**src/nearest_stop_table_search_core_defines.svh**
```systemverilog
`ifndef NEAREST_STOP_TABLE_SEARCH_CORE_DEFINES_SVH
`define NEAREST_STOP_TABLE_SEARCH_CORE_DEFINES_SVH

// same-cycle implication check
`define NSTS_ASSERT_NOW(label, clk, rst_n, ante, cons) \
  label: assert property (@(posedge clk) disable iff (!rst_n) (ante) |-> (cons)) \
    else $error("nsts check failed");

// next-cycle implication check
`define NSTS_ASSERT_NEXT(label, clk, rst_n, ante, cons) \
  label: assert property (@(posedge clk) disable iff (!rst_n) (ante) |=> (cons)) \
    else $error("nsts check failed");

`endif

```
**src/nsts_pkg.sv**
```systemverilog
// ----------------------------------------------------------------------------
// nsts_pkg
// Shared constants, types and helpers of the nearest stop table search.
// ----------------------------------------------------------------------------
package nsts_pkg;

  localparam int unsigned NSTS_MAX_STOPS  = 64;
  // registered stages between a table read and the running-best update
  localparam int unsigned NSTS_PIPE_DEPTH = 3;

  localparam logic [1:0] OP_CLEAR  = 2'd0;
  localparam logic [1:0] OP_APPEND = 2'd1;
  localparam logic [1:0] OP_QUERY  = 2'd2;

  typedef struct packed {
    logic [15:0]        map;
    logic [31:0]        shaft;
    logic signed [23:0] x;
    logic signed [23:0] y;
    logic signed [23:0] z;
  } nsts_entry_t;

  typedef struct packed {
    logic clear;
    logic append;
    logic load_query;
    logic rd_en;
    logic p2_init;
    logic out_load;
  } nsts_cmd_t;

  typedef struct packed {
    logic near_found;
    logic count_zero;
  } nsts_status_t;

  function automatic logic [24:0] abs_diff24(logic [23:0] a, logic [23:0] b);
    logic [24:0] d;
    d = {a[23], a} - {b[23], b};
    return d[24] ? (~d + 25'd1) : d;
  endfunction

endpackage

```
**src/nsts_ctrl.sv**
```systemverilog
// ----------------------------------------------------------------------------
// nsts_ctrl
// Sequencer: decodes requests, walks the table once per query (twice when
// a nearest stop is found) and hands the result to the output channel.
// ----------------------------------------------------------------------------
`include "nearest_stop_table_search_core_defines.svh"

module nsts_ctrl
  import nsts_pkg::*;
#(
  parameter int unsigned MAX_STOPS = NSTS_MAX_STOPS,
  localparam int unsigned IW = $clog2(MAX_STOPS),
  localparam int unsigned CW = $clog2(MAX_STOPS + 1)
) (
  input  logic            clk,
  input  logic            rst_n,
  input  logic            in_valid,
  input  logic [1:0]      in_operation,
  output logic            in_ready,
  output logic            out_valid,
  input  logic            out_ready,
  input  logic [CW-1:0]   stop_count,
  input  nsts_status_t    status,
  output nsts_cmd_t       cmd,
  output logic [IW-1:0]   rd_addr
);

  typedef enum logic [2:0] {
    IDLE, SCAN1, DRAIN1, INIT2, SCAN2, DRAIN2, DONE
  } state_t;

  state_t        state_r;
  logic [CW-1:0] idx_r;
  logic [1:0]    dcnt_r;
  logic          out_valid_r;
  logic          accept;
  logic          scan_last;

  assign in_ready  = (state_r == IDLE);
  assign out_valid = out_valid_r;
  assign accept    = in_valid && in_ready;
  assign rd_addr   = idx_r[IW-1:0];
  assign scan_last = (idx_r == stop_count - CW'(1));

  always_comb begin
    cmd            = '0;
    cmd.clear      = accept && (in_operation == OP_CLEAR);
    cmd.append     = accept && (in_operation == OP_APPEND);
    cmd.load_query = accept && (in_operation == OP_QUERY);
    cmd.rd_en      = (state_r == SCAN1) || (state_r == SCAN2);
    cmd.p2_init    = (state_r == INIT2);
    cmd.out_load   = (state_r == DONE) && (!out_valid_r || out_ready);
  end

  always_ff @(posedge clk) begin
    if (!rst_n) begin
      state_r     <= IDLE;
      idx_r       <= '0;
      dcnt_r      <= '0;
      out_valid_r <= 1'b0;
    end else begin
      if (cmd.out_load) begin
        out_valid_r <= 1'b1;
      end else if (out_ready) begin
        out_valid_r <= 1'b0;
      end
      case (state_r)
        IDLE: begin
          idx_r <= '0;
          if (cmd.load_query) begin
            state_r <= status.count_zero ? DONE : SCAN1;
          end
        end
        SCAN1: begin
          if (scan_last) begin
            dcnt_r  <= 2'(NSTS_PIPE_DEPTH);
            state_r <= DRAIN1;
          end else begin
            idx_r <= idx_r + CW'(1);
          end
        end
        DRAIN1: begin
          dcnt_r <= dcnt_r - 2'd1;
          if (dcnt_r == 2'd0) begin
            state_r <= status.near_found ? INIT2 : DONE;
          end
        end
        INIT2: begin
          idx_r   <= '0;
          state_r <= SCAN2;
        end
        SCAN2: begin
          if (scan_last) begin
            dcnt_r  <= 2'(NSTS_PIPE_DEPTH);
            state_r <= DRAIN2;
          end else begin
            idx_r <= idx_r + CW'(1);
          end
        end
        DRAIN2: begin
          dcnt_r <= dcnt_r - 2'd1;
          if (dcnt_r == 2'd0) begin
            state_r <= DONE;
          end
        end
        DONE: begin
          if (cmd.out_load) begin
            state_r <= IDLE;
          end
        end
        default: begin
          state_r <= IDLE;
        end
      endcase
    end
  end

  `NSTS_ASSERT_NOW(a_rd_in_table, clk, rst_n, cmd.rd_en, idx_r < stop_count)
  `NSTS_ASSERT_NOW(a_pass2_needs_hit, clk, rst_n, state_r == INIT2, status.near_found)
  `NSTS_ASSERT_NEXT(a_out_from_done, clk, rst_n, !out_valid_r && (state_r != DONE),
                    !out_valid_r)

endmodule

```
**config.mk**
```make
export PLATFORM = sky130hd
export DESIGN_NAME = nsts_ctrl
export DESIGN_NICKNAME = d
export VERILOG_FILES = /design/src/nsts_pkg.sv /design/src/nsts_ctrl.sv
export VERILOG_INCLUDE_DIRS = /design/src /design/src/src
export SDC_FILE = /design/constraint.sdc
export NUM_CORES = 1
export LEC_CHECK = 0
export ABC_AREA = 1
export BUFFER_PORTS_ARGS = -buffer_cell sky130_fd_sc_hd__buf_4
export CELL_PAD_IN_SITES_DETAIL_PLACEMENT = 1
export CELL_PAD_IN_SITES_GLOBAL_PLACEMENT = 2
export CORE_MARGIN = 5
export CORE_UTILIZATION = 27
export DETAILED_ROUTE_END_ITERATION = 10
export HOLD_SLACK_MARGIN = 0.12
export PLACE_DENSITY_LB_ADDON = 0.1
export REMOVE_ABC_BUFFERS = 1
export SLEW_MARGIN = 20
export SYNTH_ARGS = -nofsm -noshare
export SYNTH_HDL_FRONTEND = slang
export SYNTH_SLANG_ARGS = --single-unit
export TNS_END_PERCENT = 30
```
**constraint.sdc**
```tcl
create_clock -name clk -period 2 [get_ports clk]
set_input_delay 0.2 -clock clk [delete_from_list [all_inputs] [get_ports clk]]
set_output_delay 0.2 -clock clk [all_outputs]
set_load 0.02 [all_outputs]
```
Word-level counts from Yosys, hierarchy flattened:

Cells that the tools add are included.

* add/sub/neg operators: 3
* equality and inequality tests: 17
* mux-type cells: 15
* reduce and logical (&&, ||, !) cells: 20

Operators by type and width (count)
* $mux 3: 8
* $pmux 3 s7: 1
* $pmux 7 s2: 1
* $ne 2x2->1 const B: 6
* $eq 3x3->1 const B: 3
* $add 7x1->7 const B: 1
* $eq 7x7->1: 1
* $mux 7: 1
* $sub 7x1->7 const B: 1
* $eq 3x2->1 const B: 2
* $reduce_and 6->1: 1
* $reduce_bool 2->1: 3
* $reduce_or 2->1: 3
* $logic_and 1x1->1: 5
* $logic_not 2->1: 2
* $ne 2x1->1 const B: 2
* $pmux 2 s2: 1
* $reduce_and 2->1: 2
* $eq 3x1->1 const B: 1
* $logic_not 3->1: 1
* $eq 2x1->1 const B: 1
* $eq 2x2->1 const B: 1
* $logic_or 1x1->1: 2
* $mux 1: 2
* 3 further kinds: 3

* flip-flop bits (word level): 13
* output and inout port bits: 14
* logic and storage cells: 59

Depth between registers and ports, before layout:

* depth in word-level cells: 5
* depth in mapped cells: 14

Worst setup path after synthesis:

No wires, ideal clock.

* path kind: register to output
* start: register state_r[0]
* end: output cmd[4] (netlist name)
* data arrival time: 1.335 ns
* required time: 1.800 ns
* setup slack: 0.465 ns
* cell stages (with the launch flop): 7
* path buffers: 1
* cell sequence: dfxtp_1 buf_4 nor2_1 nand2_2 inv_2 nand2_2 nor3_1

RTL lines
* from (decl): RTL line nsts_ctrl.sv:32 `state_t state_r;`
* from (signal assigned): RTL line nsts_ctrl.sv:71 `state_r <= status.count_zero ? DONE : SCAN1;`
* from (signal assigned): RTL line nsts_ctrl.sv:85 `state_r <= status.near_found ? INIT2 : DONE;`
* to (decl): RTL line nsts_ctrl.sv:24 `output nsts_cmd_t cmd,`

==> results.toml <==
[clocking]
cts_root_buffer = "sky130_fd_sc_hd__clkbuf_8"
cts_buffers = 3
holdBufCountCts = 0
post-cts-setup-buffers = 0
clkSlewWorstSetupHoldPaths_ps = 50
cts_tree = "built"
cts_num_sinks = 13
cts.repair.resized = 0
cts-root-to-sink-buffers = 2
ctsHtreeMaxLevel = 1
clock_insertion_delay_worst_skew_ps = 240

[run]
max-cap-violations = 0

[routing]
routed_via_density = 4.596
first_iter_violations = 27
drt_pre_antenna_iters = 4
via_count = 1218
detail_route.wl_per_cell_um = 11.91
remaining_drc_errors = 0
antenna_left = 0
totalWireLength_um = 3157

[sta]
rsz0062_at_grt = "no"
min_period_ps = 1626
min_period_over_period_pct = 81.32
max-slew-margin-rel_pct = 63.46
worst_pin_slew_ps = 544.4
final.setup.tns_ps = 0
timing.hold.ws_ps = 223.2
timing.final.setup_violations = 0
hold_viol = 0
fin_skew_ps = 2.410
timing.final.max_slew_violations = 0
setup_ws_ps = 373.7
fmax_mhz = 614.9

[worst_hold_path]
min_delay_worst_endpoint = "idx_r[0]"
hold_path.class = "in -> reg"
min_path_cells = 3
hp-start = "rst_n"

[critical_path]
crit_path_frequent_cell = "sky130_fd_sc_hd__nand2_2"
setup.reg_to_reg.worst_slack_ps = 380
path_cells = "inv_1 > nand2_2 > inv_2 > nand2_2 > nor2_4 > buf_4"
crit_path_end_kind = "output port"
regToRegEndpoint = "state_r[1]"
critical_path_peak_fanout = 7
critPathLaunchType = "flop"
r2r.worst_path.cells = 8
worst_path_max_delay_cell = "sky130_fd_sc_hd__dfxtp_1"
critPathMaxStageDelay_ps = 500
crit_arrival_ps = 1430
worstSetupPathType = "reg -> out"
worst-endpoint-required_ps = 1800
r2r_start = "state_r[1]"

[placed_design]
port_buffers = 28
gp_congestion = 0.7489
post-dp-hpwl_um = 2701
dp_worst_setup_slack_ps = 186.8

[logic_synthesis]
synth-seq-area-share_pct = 22.20
synthesis.instances = 189
yosysTopAreaCell = "sky130_fd_sc_hd__dfxtp_1"
synth.ff_latch_count = 13
synthesis.area_per_instance_um2 = 6.203
syn-cell-area_um2 = 1172
yosysWarningCount = 0
synth.top_cells.by_area = "sky130_fd_sc_hd__dfxtp_1 22%, sky130_fd_sc_hd__nand2_1 15%, sky130_fd_sc_hd__inv_1 8.0%"
synth.lib_cells_used.distinct = 28
synth_top_area_share_pct = 22.20

[status]
run_status = "finished, final reports clean"

[global_routing]
first_pass_grt_wire_length_um = 5471
grt_antenna_before_repair = 0
grt_max_degree = 10
globalRouteOverflowTotal = 0
vias_in_the_first_global_route = 1276
grt_util_all_layers_pct = 12.22

[layout]
antenna-diode-count = 0
flow.area_growth_from_synthesis_pct = 21.88
final-seq-area_um2 = 260.3
design.final.nets = 232
post_route_cells_drive_above_1_share_pct = 23.47
area_occupied_by_multi_input_gates_um2 = 728.2
util_after_layout_pct = 33.28
n_fill_cell = 579

[floorplanning]
die-area_um2 = 5760
core_box_area_um2 = 4294
floorplan.rows = 24
start_util_pct = 27.30
dieHeight_um = 75.90
die_width_um = 75.90
ios = 29

[power]
leak_nw = 0.6806
powerDensity_nw_per_um2 = 985.2
vdd_drop_max_mv = 0.4807
registers in the layout, indices dropped and copies added, names as in the netlist:
register and cells:
idx_r 7, state_r 3, dcnt_r 2, out_valid 1
metal layers:
metal	wire (um)	up-vias	part of all wire [%]	GRT usage [%]
met2	1675	25	53	23.19
met1	1332	560	42	13.28
met4	40	0	1.3	5.825
met3	108	2	3.4	1.319
met5	0	-	0	0
li1	-	631	-	-
placed cells by master, fill, tap and decap left out:
cell	instances
sky130_fd_sc_hd__inv_2	4
sky130_fd_sc_hd__clkbuf_1	1
sky130_fd_sc_hd__nor3_2	1
sky130_fd_sc_hd__xnor2_1	3
sky130_fd_sc_hd__or2_0	1
sky130_fd_sc_hd__ha_1	3
sky130_fd_sc_hd__nand2_4	1
sky130_fd_sc_hd__buf_4	29
sky130_fd_sc_hd__nor4_1	2
sky130_fd_sc_hd__o21ai_4	1
sky130_fd_sc_hd__clkinv_1	1
sky130_fd_sc_hd__nor2_2	1
sky130_fd_sc_hd__o22ai_2	1
sky130_fd_sc_hd__dfxtp_1	13
sky130_fd_sc_hd__xor2_1	3
sky130_fd_sc_hd__o21ai_0	4
sky130_fd_sc_hd__o21ai_1	1
sky130_fd_sc_hd__nand3_1	16
sky130_fd_sc_hd__nand3_4	1
sky130_fd_sc_hd__nand2_1	48
sky130_fd_sc_hd__clkbuf_8	3
sky130_fd_sc_hd__nand2_2	4
sky130_fd_sc_hd__nor3_1	4
sky130_fd_sc_hd__nor2_4	4
sky130_fd_sc_hd__a21oi_1	13
sky130_fd_sc_hd__nand3b_1	2
sky130_fd_sc_hd__nor2_1	22
sky130_fd_sc_hd__inv_1	25
sky130_fd_sc_hd__nor3b_1	1
synth_stat cells (all sizes together):
cell,instances
a21oi,13
buf,9
clkinv,1
dfxtp,13
ha,3
inv,29
nand2,53
nand3,17
nand3b,2
nor2,27
nor3,5
nor3b,1
nor4,2
o21ai,6
o22ai,1
or2,1
xnor2,3
xor2,3
how the worst max path moves through the flow:
stage | startpoint | endpoint | slack (ps) | depth (start not counted)
finish | state_r[1] | cmd[3] | 370 | 6
global route | idx_r[1] | idx_r[6] | 150 | 10
CTS | state_r[1] | cmd[3] | 360 | 6
detailed placement | stop_count[0] | state_r[1] | 190 | 15
global placement | stop_count[0] | state_r[1] | 220 | 15
floorplan | idx_r[1] | idx_r[6] | 420 | 10
layout make-up:
| cell class | instances | share of cell area (%) |
|---|---|---|
| tap | 52 | 4.553 |
| timing repair buffer | 29 | 15.24 |
| multi-input combinational | 137 | 50.96 |
| clock buffer | 4 | 3.152 |
| inverter | 30 | 7.881 |
| sequential | 13 | 18.21 |
worst max-delay path, delay by kind of cell (launching register included):
kind / cells / cell delay [ps]
flops: 1 / 500
buf+inv: 3 / 380
simple gates: 3 / 290
through the flow:
stage                     power [W]  instance area, um^2  instances
after floorplan           0.0009615                 1101        180
after global placement     0.001182                 1384        261
after detailed placement   0.001200                 1384        261
after CTS                  0.001440                 1429        265
after global routing       0.001556                 1429        265
final                      0.001408                 1429        265
where the power goes:
group | internal (W) | leakage, nW | switching, W
registers | 0.000312 | 0.106 | 0.0000774
logic | 0.000297 | 0.552 | 0.000493
clock network | 0.000140 | 0.0228 | 0.0000880
total | 0.000749 | 0.681 | 0.000659
cell families (layout without fill, tap and decap cells):
kind of cell	after synthesis	after routing	share of synthesized area, %
fa+ha+maj	3	3	3.202
buf+inv	39	63	15.69
xor+xnor	6	6	4.483
simple gates	108	108	44.29
flops	13	13	22.20
compound gates	20	20	10.14
Power figures use the tool's default switching activity.
